`src/rtl/alarm_table_with_snooze_macros.svh`:
```
`ifndef ALARM_TABLE_WITH_SNOOZE_MACROS_SVH
`define ALARM_TABLE_WITH_SNOOZE_MACROS_SVH

// Both macros expect signals named clk and rst_n in the module that uses them.

// The consequent must hold in the same cycle as the antecedent.
`define ATS_IMPLIES(label, ante, cons) \
  label: assert property (@(posedge clk) disable iff (!rst_n) (ante) |-> (cons)) \
    else $error("alarm table check failed");

// The consequent must hold in the cycle after the antecedent.
`define ATS_NEXT(label, ante, cons) \
  label: assert property (@(posedge clk) disable iff (!rst_n) (ante) |=> (cons)) \
    else $error("alarm table check failed");

`endif

```
`src/rtl/ats_pkg.sv`:
```
package ats_pkg;

  localparam int SLOTS_DEF = 16;

  localparam int KIND_W   = 2;
  localparam int HOUR_W   = 5;
  localparam int MIN_W    = 6;
  localparam int SEC_W    = 6;
  localparam int CHOICE_W = 2;
  localparam int STAT_W   = 4;
  localparam int CNT_W    = 4;
  localparam int LIMIT_W  = 4;
  localparam int TIME_W   = HOUR_W + MIN_W + SEC_W;

  localparam int CFG_AW   = 3;
  localparam int CFG_DW   = 32;

  localparam logic [LIMIT_W-1:0] LIMIT_RST   = 4'd3;
  localparam logic [MIN_W-1:0]   MINUTES_RST = 6'd5;
  localparam logic [CNT_W-1:0]   CNT_MAX     = 4'd15;

  localparam logic [MIN_W:0]   MIN_PER_HOUR   = 7'd60;
  localparam logic [MIN_W:0]   MIN_TWO_HOURS  = 7'd120;
  localparam logic [HOUR_W:0]  HOURS_PER_DAY  = 6'd24;

  typedef enum logic [KIND_W-1:0] {
    K_SET  = 2'd0,
    K_DEL  = 2'd1,
    K_TICK = 2'd2
  } kind_t;

  typedef enum logic [CHOICE_W-1:0] {
    C_NONE   = 2'd0,
    C_SNOOZE = 2'd1,
    C_STOP   = 2'd2
  } choice_t;

  typedef enum logic [STAT_W-1:0] {
    ST_SET        = 4'd0,
    ST_EXISTS     = 4'd1,
    ST_FULL       = 4'd2,
    ST_DELETED    = 4'd3,
    ST_NOT_FOUND  = 4'd4,
    ST_NO_RING    = 4'd5,
    ST_SNOOZED    = 4'd6,
    ST_STOPPED    = 4'd7,
    ST_UNANSWERED = 4'd8
  } stat_t;

  typedef enum logic {
    REG_LIMIT   = 1'b0,
    REG_MINUTES = 1'b1
  } cfg_reg_t;

  typedef enum logic [2:0] {
    S_IDLE,
    S_PREP,
    S_SCAN,
    S_DRAIN,
    S_EXEC
  } ctrl_state_t;

  typedef struct packed {
    logic load;
    logic prep;
    logic rd_en;
    logic exec;
  } cmd_t;

  typedef struct packed {
    logic out_busy;
  } sts_t;

endpackage

```
`src/rtl/ats_if.sv`:
```
interface ats_in_if;
  logic                          valid;
  logic                          ready;
  logic [ats_pkg::KIND_W-1:0]    kind;
  logic [ats_pkg::HOUR_W-1:0]    hour;
  logic [ats_pkg::MIN_W-1:0]     minute;
  logic [ats_pkg::SEC_W-1:0]     second;
  logic [ats_pkg::CHOICE_W-1:0]  choice;

  modport source (output valid, kind, hour, minute, second, choice, input ready);
  modport sink   (input valid, kind, hour, minute, second, choice, output ready);
endinterface

interface ats_out_if;
  logic                        valid;
  logic                        ready;
  logic [ats_pkg::STAT_W-1:0]  status;
  logic                        ringing;
  logic [ats_pkg::HOUR_W-1:0]  new_hour;
  logic [ats_pkg::MIN_W-1:0]   new_minute;
  logic [ats_pkg::CNT_W-1:0]   snooze_count;

  modport source (output valid, status, ringing, new_hour, new_minute, snooze_count,
                  input ready);
  modport sink   (input valid, status, ringing, new_hour, new_minute, snooze_count,
                  output ready);
endinterface

```
`src/rtl/ats_ctrl.sv`:
```
`include "alarm_table_with_snooze_macros.svh"

module ats_ctrl #(
  parameter int ALARM_SLOTS = ats_pkg::SLOTS_DEF,
  parameter int AW          = (ALARM_SLOTS > 1) ? $clog2(ALARM_SLOTS) : 1
) (
  input  logic            clk,
  input  logic            rst_n,
  input  logic            in_valid,
  output logic            in_ready,
  input  ats_pkg::sts_t   sts,
  output ats_pkg::cmd_t   cmd,
  output logic [AW-1:0]   rd_addr
);
  import ats_pkg::*;

  localparam logic [AW-1:0] LAST_SLOT = AW'(ALARM_SLOTS - 1);

  ctrl_state_t   state_r, state_nxt;
  logic [AW-1:0] idx_r, idx_nxt;

  always_ff @(posedge clk) begin
    if (!rst_n) begin
      state_r <= S_IDLE;
      idx_r   <= '0;
    end else begin
      state_r <= state_nxt;
      idx_r   <= idx_nxt;
    end
  end

  always_comb begin
    state_nxt = state_r;
    idx_nxt   = idx_r;
    cmd       = '0;
    in_ready  = 1'b0;
    unique case (state_r)
      S_IDLE: begin
        in_ready = 1'b1;
        if (in_valid) begin
          cmd.load  = 1'b1;
          state_nxt = S_PREP;
        end
      end
      S_PREP: begin
        cmd.prep  = 1'b1;
        idx_nxt   = '0;
        state_nxt = S_SCAN;
      end
      S_SCAN: begin
        cmd.rd_en = 1'b1;
        if (idx_r == LAST_SLOT) begin
          state_nxt = S_DRAIN;
        end else begin
          idx_nxt = idx_r + AW'(1);
        end
      end
      // The last slot read is still being compared in this cycle.
      S_DRAIN: begin
        state_nxt = S_EXEC;
      end
      S_EXEC: begin
        if (!sts.out_busy) begin
          cmd.exec  = 1'b1;
          state_nxt = S_IDLE;
        end
      end
      default: begin
        state_nxt = S_IDLE;
      end
    endcase
  end

  assign rd_addr = idx_r;

  `ATS_NEXT(a_accept_prep, in_valid && in_ready, state_r == S_PREP)
  `ATS_NEXT(a_scan_from_zero, state_r == S_PREP, state_r == S_SCAN && idx_r == '0)
  `ATS_NEXT(a_exec_to_idle, cmd.exec, state_r == S_IDLE)

endmodule

```
`src/rtl/ats_dpath.sv`:
```
`include "alarm_table_with_snooze_macros.svh"

module ats_dpath #(
  parameter int ALARM_SLOTS = ats_pkg::SLOTS_DEF,
  parameter int AW          = (ALARM_SLOTS > 1) ? $clog2(ALARM_SLOTS) : 1
) (
  input  logic                          clk,
  input  logic                          rst_n,
  input  ats_pkg::cmd_t                 cmd,
  input  logic [AW-1:0]                 rd_addr,
  input  logic [ats_pkg::LIMIT_W-1:0]   snooze_limit,
  input  logic [ats_pkg::MIN_W-1:0]     snooze_minutes,
  ats_in_if.sink                        in_ch,
  ats_out_if.source                     out_ch,
  output ats_pkg::sts_t                 sts
);
  import ats_pkg::*;

  localparam int WW = TIME_W + CNT_W;

  // Captured input beat.
  logic [KIND_W-1:0]   kind_r;
  logic [HOUR_W-1:0]   hour_r;
  logic [MIN_W-1:0]    min_r;
  logic [SEC_W-1:0]    sec_r;
  logic [CHOICE_W-1:0] choice_r;

  // Time the alarm would move to on a snooze.
  logic [HOUR_W-1:0]   nh_r;
  logic [MIN_W-1:0]    nm_r;
  logic [MIN_W:0]      msum;
  logic [MIN_W-1:0]    nm_calc;
  logic [1:0]          hcarry;
  logic [HOUR_W:0]     hsum;
  logic [HOUR_W-1:0]   nh_calc;

  // Slot storage: time and snooze count per slot, valid bits in flip-flops.
  logic [WW-1:0]          mem [ALARM_SLOTS];
  logic [ALARM_SLOTS-1:0] valid_r;

  // Read stage.
  logic                cmp_en_r;
  logic [AW-1:0]       cmp_idx_r;
  logic [WW-1:0]       rd_data_r;
  logic                rd_vld_r;

  // Scan results.
  logic                   found_r;
  logic [AW-1:0]          slot_r;
  logic [CNT_W-1:0]       cnt_r;
  logic                   free_found_r;
  logic [AW-1:0]          free_slot_r;
  logic [ALARM_SLOTS-1:0] dup_r;

  // Output register.
  logic                out_valid_r;
  logic [STAT_W-1:0]   status_r;
  logic                ringing_r;
  logic [HOUR_W-1:0]   new_hour_r;
  logic [MIN_W-1:0]    new_minute_r;
  logic [CNT_W-1:0]    count_r;

  // Execute decision.
  logic [TIME_W-1:0]      cur_t;
  logic [TIME_W-1:0]      mov_t;
  logic [CNT_W-1:0]       cnt_inc;
  logic [ALARM_SLOTS-1:0] slot_oh;
  logic [ALARM_SLOTS-1:0] free_oh;
  logic [ALARM_SLOTS-1:0] vset;
  logic [ALARM_SLOTS-1:0] vclr;
  logic                   wr_en;
  logic [AW-1:0]          wr_addr;
  logic [WW-1:0]          wr_data;
  stat_t                  st;
  logic                   ring;
  logic [HOUR_W-1:0]      oh;
  logic [MIN_W-1:0]       om;
  logic [CNT_W-1:0]       oc;
  logic                   rd_hit;
  logic                   rd_dup;

  always_ff @(posedge clk) begin
    if (cmd.load) begin
      kind_r   <= in_ch.kind;
      hour_r   <= in_ch.hour;
      min_r    <= in_ch.minute;
      sec_r    <= in_ch.second;
      choice_r <= in_ch.choice;
    end
  end

  // The minute sum stays below three hours, so the carry is found by two compares.
  always_comb begin
    msum = {1'b0, min_r} + {1'b0, snooze_minutes};
    if (msum >= MIN_TWO_HOURS) begin
      nm_calc = MIN_W'(msum - MIN_TWO_HOURS);
      hcarry  = 2'd2;
    end else if (msum >= MIN_PER_HOUR) begin
      nm_calc = MIN_W'(msum - MIN_PER_HOUR);
      hcarry  = 2'd1;
    end else begin
      nm_calc = msum[MIN_W-1:0];
      hcarry  = 2'd0;
    end
    hsum = {1'b0, hour_r} + {{(HOUR_W - 1){1'b0}}, hcarry};
    if (hsum >= HOURS_PER_DAY) begin
      nh_calc = HOUR_W'(hsum - HOURS_PER_DAY);
    end else begin
      nh_calc = hsum[HOUR_W-1:0];
    end
  end

  always_ff @(posedge clk) begin
    if (cmd.prep) begin
      nh_r <= nh_calc;
      nm_r <= nm_calc;
    end
  end

  assign cur_t = {hour_r, min_r, sec_r};
  assign mov_t = {nh_r, nm_r, sec_r};

  always_ff @(posedge clk) begin
    if (cmd.rd_en) begin
      rd_data_r <= mem[rd_addr];
    end
    if (wr_en && cmd.exec) begin
      mem[wr_addr] <= wr_data;
    end
  end

  always_ff @(posedge clk) begin
    rd_vld_r  <= valid_r[rd_addr];
    cmp_idx_r <= rd_addr;
    if (!rst_n) begin
      cmp_en_r <= 1'b0;
    end else begin
      cmp_en_r <= cmd.rd_en;
    end
  end

  assign rd_hit = rd_vld_r && (rd_data_r[WW-1:CNT_W] == cur_t);
  assign rd_dup = rd_vld_r && (rd_data_r[WW-1:CNT_W] == mov_t);

  always_ff @(posedge clk) begin
    if (!rst_n || cmd.prep) begin
      found_r      <= 1'b0;
      free_found_r <= 1'b0;
    end else if (cmp_en_r) begin
      if (rd_hit && !found_r) begin
        found_r <= 1'b1;
        slot_r  <= cmp_idx_r;
        cnt_r   <= rd_data_r[CNT_W-1:0];
      end
      if (!rd_vld_r && !free_found_r) begin
        free_found_r <= 1'b1;
        free_slot_r  <= cmp_idx_r;
      end
    end
  end

  always_ff @(posedge clk) begin
    if (cmp_en_r) begin
      dup_r[cmp_idx_r] <= rd_dup;
    end
  end

  always_comb begin
    cnt_inc = (cnt_r != CNT_MAX) ? cnt_r + CNT_W'(1) : cnt_r;
    slot_oh = ALARM_SLOTS'(1) << slot_r;
    free_oh = ALARM_SLOTS'(1) << free_slot_r;
    st      = ST_NO_RING;
    ring    = 1'b0;
    oh      = '0;
    om      = '0;
    oc      = '0;
    wr_en   = 1'b0;
    wr_addr = slot_r;
    wr_data = {mov_t, cnt_inc};
    vset    = '0;
    vclr    = '0;
    unique case (kind_t'(kind_r))
      K_SET: begin
        if (found_r) begin
          st = ST_EXISTS;
        end else if (free_found_r) begin
          st      = ST_SET;
          wr_en   = 1'b1;
          wr_addr = free_slot_r;
          wr_data = {cur_t, {CNT_W{1'b0}}};
          vset    = free_oh;
        end else begin
          st = ST_FULL;
        end
      end
      K_DEL: begin
        if (found_r) begin
          st   = ST_DELETED;
          vclr = slot_oh;
        end else begin
          st = ST_NOT_FOUND;
        end
      end
      K_TICK: begin
        if (found_r) begin
          ring = 1'b1;
          oc   = cnt_r;
          unique case (choice_t'(choice_r))
            C_SNOOZE: begin
              oc = cnt_inc;
              if (cnt_inc >= snooze_limit) begin
                st   = ST_STOPPED;
                vclr = slot_oh;
              end else begin
                // The moved alarm replaces any other alarm already at its new time.
                st    = ST_SNOOZED;
                vclr  = dup_r & ~slot_oh;
                wr_en = 1'b1;
                oh    = nh_r;
                om    = nm_r;
              end
            end
            C_STOP: begin
              st   = ST_STOPPED;
              vclr = slot_oh;
            end
            default: begin
              st = ST_UNANSWERED;
            end
          endcase
        end
      end
      default: begin
        st = ST_NO_RING;
      end
    endcase
  end

  always_ff @(posedge clk) begin
    if (!rst_n) begin
      valid_r <= '0;
    end else if (cmd.exec) begin
      valid_r <= (valid_r & ~vclr) | vset;
    end
  end

  always_ff @(posedge clk) begin
    if (!rst_n) begin
      out_valid_r <= 1'b0;
    end else if (cmd.exec) begin
      out_valid_r <= 1'b1;
    end else if (out_ch.ready) begin
      out_valid_r <= 1'b0;
    end
    if (cmd.exec) begin
      status_r     <= st;
      ringing_r    <= ring;
      new_hour_r   <= oh;
      new_minute_r <= om;
      count_r      <= oc;
    end
  end

  assign sts.out_busy        = out_valid_r && !out_ch.ready;
  assign out_ch.valid        = out_valid_r;
  assign out_ch.status       = status_r;
  assign out_ch.ringing      = ringing_r;
  assign out_ch.new_hour     = new_hour_r;
  assign out_ch.new_minute   = new_minute_r;
  assign out_ch.snooze_count = count_r;

  `ATS_IMPLIES(a_exec_reg_free, cmd.exec, !(out_valid_r && !out_ch.ready))
  `ATS_NEXT(a_exec_beat, cmd.exec, out_valid_r)
  `ATS_NEXT(a_valid_hold, rst_n && !cmd.exec, $stable(valid_r))

endmodule

```
`src/rtl/alarm_table_with_snooze.sv`:
```
// Alarm table with snooze. Each input beat (set, delete, clock tick or an unused kind)
// gives exactly one result beat. Each beat passes through these steps in order: the
// accepting cycle captures the beat, a prep step works out the snoozed time, a scan
// walks the slot memory slot by slot through its single read port, a drain step
// finishes the last compare and an execute step updates the table and loads the output
// register. A new beat is taken only once the last one has left its execute step. The
// next beat is accepted while a result still waits in the output register; that item
// then holds in its final step until the register is free. There is no clearing pass
// after reset: slot valid bits reset at once.
// Registers: snooze_limit at byte address 0 (reset 3), snooze_minutes at 4 (reset 5).

module alarm_table_with_snooze #(
  parameter int ALARM_SLOTS = ats_pkg::SLOTS_DEF
) (
  input  logic                        clk,
  input  logic                        rst_n,
  ats_in_if.sink                      in_ch,
  ats_out_if.source                   out_ch,
  input  logic                        psel,
  input  logic                        penable,
  input  logic                        pwrite,
  input  logic [ats_pkg::CFG_AW-1:0]  paddr,
  input  logic [ats_pkg::CFG_DW-1:0]  pwdata,
  output logic [ats_pkg::CFG_DW-1:0]  prdata,
  output logic                        pready
);
  import ats_pkg::*;

  localparam int AW = (ALARM_SLOTS > 1) ? $clog2(ALARM_SLOTS) : 1;

  logic [LIMIT_W-1:0] limit_r;
  logic [MIN_W-1:0]   minutes_r;
  cfg_reg_t           reg_sel;
  logic               wr_stb;
  cmd_t               cmd;
  sts_t               sts;
  logic [AW-1:0]      rd_addr;

  assign pready  = 1'b1;
  assign reg_sel = cfg_reg_t'(paddr[CFG_AW-1]);
  assign wr_stb  = psel && penable && pwrite && pready;

  always_ff @(posedge clk) begin
    if (!rst_n) begin
      limit_r   <= LIMIT_RST;
      minutes_r <= MINUTES_RST;
    end else if (wr_stb) begin
      unique case (reg_sel)
        REG_LIMIT:   limit_r   <= pwdata[LIMIT_W-1:0];
        REG_MINUTES: minutes_r <= pwdata[MIN_W-1:0];
        default:     ;
      endcase
    end
  end

  always_comb begin
    unique case (reg_sel)
      REG_LIMIT:   prdata = {{(CFG_DW - LIMIT_W){1'b0}}, limit_r};
      REG_MINUTES: prdata = {{(CFG_DW - MIN_W){1'b0}}, minutes_r};
      default:     prdata = '0;
    endcase
  end

  ats_ctrl #(
    .ALARM_SLOTS (ALARM_SLOTS),
    .AW          (AW)
  ) u_ctrl (
    .clk      (clk),
    .rst_n    (rst_n),
    .in_valid (in_ch.valid),
    .in_ready (in_ch.ready),
    .sts      (sts),
    .cmd      (cmd),
    .rd_addr  (rd_addr)
  );

  ats_dpath #(
    .ALARM_SLOTS (ALARM_SLOTS),
    .AW          (AW)
  ) u_dpath (
    .clk            (clk),
    .rst_n          (rst_n),
    .cmd            (cmd),
    .rd_addr        (rd_addr),
    .snooze_limit   (limit_r),
    .snooze_minutes (minutes_r),
    .in_ch          (in_ch),
    .out_ch         (out_ch),
    .sts            (sts)
  );

endmodule

```
`src/flat_wrapper.sv`:
```
// flat-port wrapper written by rule: the top's interface ports become plain ports
module alarm_table_with_snooze_flat import ats_pkg::*;
#(
  parameter int ALARM_SLOTS = ats_pkg::SLOTS_DEF
)
  (clk, rst_n, psel, penable, pwrite, paddr, pwdata, prdata, pready, in_ch_valid, in_ch_kind, in_ch_hour, in_ch_minute, in_ch_second, in_ch_choice, in_ch_ready, out_ch_valid, out_ch_status, out_ch_ringing, out_ch_new_hour, out_ch_new_minute, out_ch_snooze_count, out_ch_ready);
  ats_in_if in_ch_i ();
  ats_out_if out_ch_i ();
  input  logic clk;
  input  logic rst_n;
  input  logic psel;
  input  logic penable;
  input  logic pwrite;
  input  logic [ats_pkg::CFG_AW-1:0] paddr;
  input  logic [ats_pkg::CFG_DW-1:0] pwdata;
  output logic [ats_pkg::CFG_DW-1:0] prdata;
  output logic pready;
  input wire logic [$bits(in_ch_i.valid)-1:0] in_ch_valid;
  input wire logic [$bits(in_ch_i.kind)-1:0] in_ch_kind;
  input wire logic [$bits(in_ch_i.hour)-1:0] in_ch_hour;
  input wire logic [$bits(in_ch_i.minute)-1:0] in_ch_minute;
  input wire logic [$bits(in_ch_i.second)-1:0] in_ch_second;
  input wire logic [$bits(in_ch_i.choice)-1:0] in_ch_choice;
  output wire logic [$bits(in_ch_i.ready)-1:0] in_ch_ready;
  output wire logic [$bits(out_ch_i.valid)-1:0] out_ch_valid;
  output wire logic [$bits(out_ch_i.status)-1:0] out_ch_status;
  output wire logic [$bits(out_ch_i.ringing)-1:0] out_ch_ringing;
  output wire logic [$bits(out_ch_i.new_hour)-1:0] out_ch_new_hour;
  output wire logic [$bits(out_ch_i.new_minute)-1:0] out_ch_new_minute;
  output wire logic [$bits(out_ch_i.snooze_count)-1:0] out_ch_snooze_count;
  input wire logic [$bits(out_ch_i.ready)-1:0] out_ch_ready;
  assign in_ch_i.valid = in_ch_valid;
  assign in_ch_i.kind = in_ch_kind;
  assign in_ch_i.hour = in_ch_hour;
  assign in_ch_i.minute = in_ch_minute;
  assign in_ch_i.second = in_ch_second;
  assign in_ch_i.choice = in_ch_choice;
  assign in_ch_ready = in_ch_i.ready;
  assign out_ch_valid = out_ch_i.valid;
  assign out_ch_status = out_ch_i.status;
  assign out_ch_ringing = out_ch_i.ringing;
  assign out_ch_new_hour = out_ch_i.new_hour;
  assign out_ch_new_minute = out_ch_i.new_minute;
  assign out_ch_snooze_count = out_ch_i.snooze_count;
  assign out_ch_i.ready = out_ch_ready;
  alarm_table_with_snooze #(.ALARM_SLOTS(ALARM_SLOTS)) u_core (.clk(clk), .rst_n(rst_n), .in_ch(in_ch_i), .out_ch(out_ch_i), .psel(psel), .penable(penable), .pwrite(pwrite), .paddr(paddr), .pwdata(pwdata), .prdata(prdata), .pready(pready));
endmodule
```
`config.mk`:
```
export PLATFORM = sky130hd
export DESIGN_NAME = alarm_table_with_snooze_flat
export DESIGN_NICKNAME = d
export VERILOG_FILES = /design/src/rtl/ats_pkg.sv /design/src/rtl/ats_if.sv /design/src/rtl/ats_ctrl.sv /design/src/rtl/ats_dpath.sv /design/src/rtl/alarm_table_with_snooze.sv /design/src/flat_wrapper.sv
export VERILOG_INCLUDE_DIRS = /design/src /design/src/rtl
export SDC_FILE = /design/constraint.sdc
export NUM_CORES = 1
export LEC_CHECK = 0
export BUFFER_PORTS_ARGS = -buffer_cell sky130_fd_sc_hd__buf_2
export CAP_MARGIN = 20
export CORE_ASPECT_RATIO = 1.4
export CORE_MARGIN = 1
export CORE_UTILIZATION = 30
export DETAILED_ROUTE_END_ITERATION = 12
export SLEW_MARGIN = 20
export SYNTH_ARGS = -nofsm -noshare
export SYNTH_HDL_FRONTEND = slang
export SYNTH_SLANG_ARGS = --single-unit
```
`constraint.sdc`:
```
create_clock -name clk -period 10.05 [get_ports clk]
set_input_delay 2.01 -clock clk [delete_from_list [all_inputs] [get_ports clk]]
set_output_delay 2.01 -clock clk [all_outputs]
set_load 0.01 [all_outputs]
```
==> run_results.csv <==
group,metric,value,unit
global_route,grt_pass1_vias,10600,
logic_synthesis,synth_compound_area_share,3.11,%
timing,min_period_over_period,46.7,%
global_route,grt_pass1_wl,65200,um
logic_synthesis,synth_adder_area_share,1.66,%
power_and_ir_drop,p_switching,887,uW
logic_synthesis,synth_seq_cells,479,
floorplan,rows,110,
timing,period_needed,4.69,ns
timing,max_slew_margin,30.0,%
drt,drc,0,
power_and_ir_drop,power_frac_comb,5.0,%
logic_synthesis,synth_top_family_by_area,"multiplexers",
power_and_ir_drop,intPower,3280,uW
drt,drt-pass1-iter-count,5,
timing,fin_ws,5.36,ns
timing,rsz0062_at_grt,"no",
timing,setup_viol,0,
finish,area_growth,14.4,%
power_and_ir_drop,power_frac_seq,53.8,%
floorplan,core_area,64700,um2
logic_synthesis,synth_flop_cell,"edfxtp_1",
power_and_ir_drop,p_per_area,185,nW/um2
clock_tree,cts_tree,"yes",
drt,wl_per_cell,20.9,um
setup_path,crit_fanout,11,
floorplan,chipWidth,219,um
floorplan,initial_core_util,30.5,%
clock_tree,postCtsSetupRepairBufs,0,
timing,hold_violations,0,
place,gp_congestion,0.812,
floorplan,die_area,66800,um2
logic_synthesis,synth.yosys.seq_area_share,70.8,%
place,dp_hpwl,26300,um
drt,via_count,10100,
logic_synthesis,syn-cell-area,19700,um2
timing,finClkSkew,0.0249,ns
power_and_ir_drop,swShare,21.3,%
timing,maxSlewViolCount,0,
logic_synthesis,synth_cell_type_count,66,
finish,layout.nets,1300,
logic_synthesis,synth_area_leaders,"edfxtp_1, mux4_2, dfxtp_1",
setup_path,start_kind,"input port",
drt,wl,43500,um
timing,holdWs,0.420,ns
floorplan,die_y,305,um
drt,first_iter_violations,755,
setup_path,path_class,"input port to output pin",
place,port_buffers,62,
drt,ant_nets,0,
logic_synthesis,yosys.area_share.simple,6.59,%
logic_synthesis,synthMuxAreaShare,13.5,%
clock_tree,postCtsResizedCells,0,
floorplan,ios,118,
status,status,"complete, no violations",
logic_synthesis,synth_edf_count,437,
power_and_ir_drop,p_leak,0.00727,uW
logic_synthesis,ys_warn_count,0,
global_route,antenna_found_initial,1,
logic_synthesis,synth_area_per_cell,17.6,um2
place,place_ws,5.36,ns
clock_tree,numCtsBuffers,44,
worst_hold_path,worstHoldPathType,"flip-flop to flip-flop",
logic_synthesis,async_reset_ff_share,0,%
logic_synthesis,netlist_instances,1123,
clock_tree,htreeDepth,2,
clock_tree,postCtsHoldBufs,0,
logic_synthesis,synthTopCellsByCount,"edfxtp_1, mux4_2, nor2_1, nand2_1, dfxtp_1",
global_route,grt_start_max_net_pins,57,
clock_tree,clock-sinks,479,
timing,tightest_slew,1.04,ns
logic_synthesis,synth_top_cell_by_area,"edfxtp_1",
logic_synthesis,synthXorXnorAreaFrac,1.87,%
timing,max_freq,213,MHz
clock_tree,clkLatencyLatePin,0.57,ns
run,cap_viol_max_count,0,
finish,layout-drive-gt1-share,24.6,%
timing,tns,0,ns
global_route,grt-ovfl-total,0,
clock_tree,cts_buffer_depth,3,
logic_synthesis,synth.most_common_cell,"edfxtp_1",
power_and_ir_drop,power_frac_clock,41.2,%
drt,drt-vias-per-instance,4.84,
clock_tree,cts.clk_slew.worst_paths,0.07,ns
finish,num_antenna_cells,0,
power_and_ir_drop,ir_worst_vdd,0.122,mV
global_route,grt_util_all_layers,13.1,%
setup_path,cp-end-kind,"output pin",
setup_path,cp.arrival,2.68,ns
logic_synthesis,synth_top_area_share,66.5,%
setup_path,crit_required,8.04,ns
clock_tree,cts-root-buf,"clkbuf_16",
cell families after synthesis:
kind of cell / after synthesis
flops: 479
simple gates: 262
mux: 128
buf+inv: 95
compound gates: 92
xor+xnor: 40
fa+ha+maj: 25
other cells: 2
state kept, by name, indices dropped and copies added (netlist names), 6 cells and up:
| register | flops |
|---|---|
| u_core.minutes_r | 6 |
| u_core.u_dpath.dup_r | 16 |
| u_core.u_dpath.mem | 336 |
| u_core.u_dpath.min_r | 6 |
| u_core.u_dpath.nm_r | 6 |
| u_core.u_dpath.out_ch.new_minute | 6 |
| u_core.u_dpath.rd_data_r | 21 |
| u_core.u_dpath.sec_r | 6 |
| u_core.u_dpath.valid_r | 16 |
layout by cell type, fill, tap and decap left out, types with 16 or more instances in the layout:
cell | Yosys | layout
dfxtp_1 | 42 | 39
and2_1 | 18 | 18
edfxtp_1 | 437 | 437
nand2_1 | 68 | 68
buf_2 | 12 | 62
ha_1 | 23 | 23
nor2_1 | 81 | 65
conb_1 | 2 | 27
xnor2_1 | 24 | 24
buf_4 | 28 | 27
o21ai_0 | 33 | 33
clkbuf_16 | 0 | 45
a311oi_1 | 16 | 16
mux4_2 | 110 | 110
mux2i_1 | 16 | 16
inv_1 | 22 | 22
nor2_2 | 0 | 16
per-layer routing:
layer	vias to the layer above	GRT usage, %	routed length [um]	share of wire [%]
met3	87	1.33	1720	4.0
met5	-	0	13	0.030
met4	2	5.20	1430	3.3
met1	5183	15.2	17100	39
li1	4528	-	-	-
met2	295	24.5	23200	53
power groups by stage:
stage               logic (uW)  clock network, uW  registers (uW)
floorplan                  167                  0            2260
global placement           197                  0            2290
detailed placement         203                  0            2290
CTS                        203               1750            2250
global route               231               1820            2240
finish                     209               1720            2240
layout make-up:
| cell class | instances | area, um2 |
|---|---|---|
| Fill cell | 6031 | 42100 |
| Sequential cell | 479 | 14000 |
| Multi-Input combinational cell | 574 | 5450 |
| Clock buffer | 51 | 1150 |
| Tap cell | 840 | 1050 |
| Timing Repair Buffer | 90 | 541 |
| Clock inverter | 30 | 318 |
| Inverter | 23 | 86.3 |
critical path: stages:
cell    delay (ns)
buf_2         0.18
mux2_2        0.36
buf_2         0.14
per-stage QoR:
| stage | util (%) | power (uW) | area [um2] | instances |
|---|---|---|---|---|
| 2_1_floorplan | - | 2430 | 19800 | 1148 |
| 3_3_place_gp | 32.6 | 2490 | 21100 | 2005 |
| 3_5_place_dp | 32.6 | 2490 | 21100 | 2005 |
| 4_1_cts | 34.8 | 4200 | 22500 | 2086 |
| 5_1_grt | 34.9 | 4290 | 22600 | 2087 |
| 6_report | 34.9 | 4160 | 22600 | 2087 |
final timing paths:
| check | cells after the start | slack [ns] | start | end |
|---|---|---|---|---|
| max reg2reg | 16 | 5.79 | u_core.u_dpath.min_r[0] | u_core.u_dpath.nh_r[4] |
| max | 3 | 5.36 | paddr[2] | prdata[0] |
| min reg2reg | 0 | 0.42 | u_core.u_dpath.rd_data_r[3] | u_core.u_dpath.cnt_r[3] |
| min | 0 | 0.42 | u_core.u_dpath.rd_data_r[3] | u_core.u_dpath.cnt_r[3] |
No activity file was read; power rests on OpenSTA's default activity.
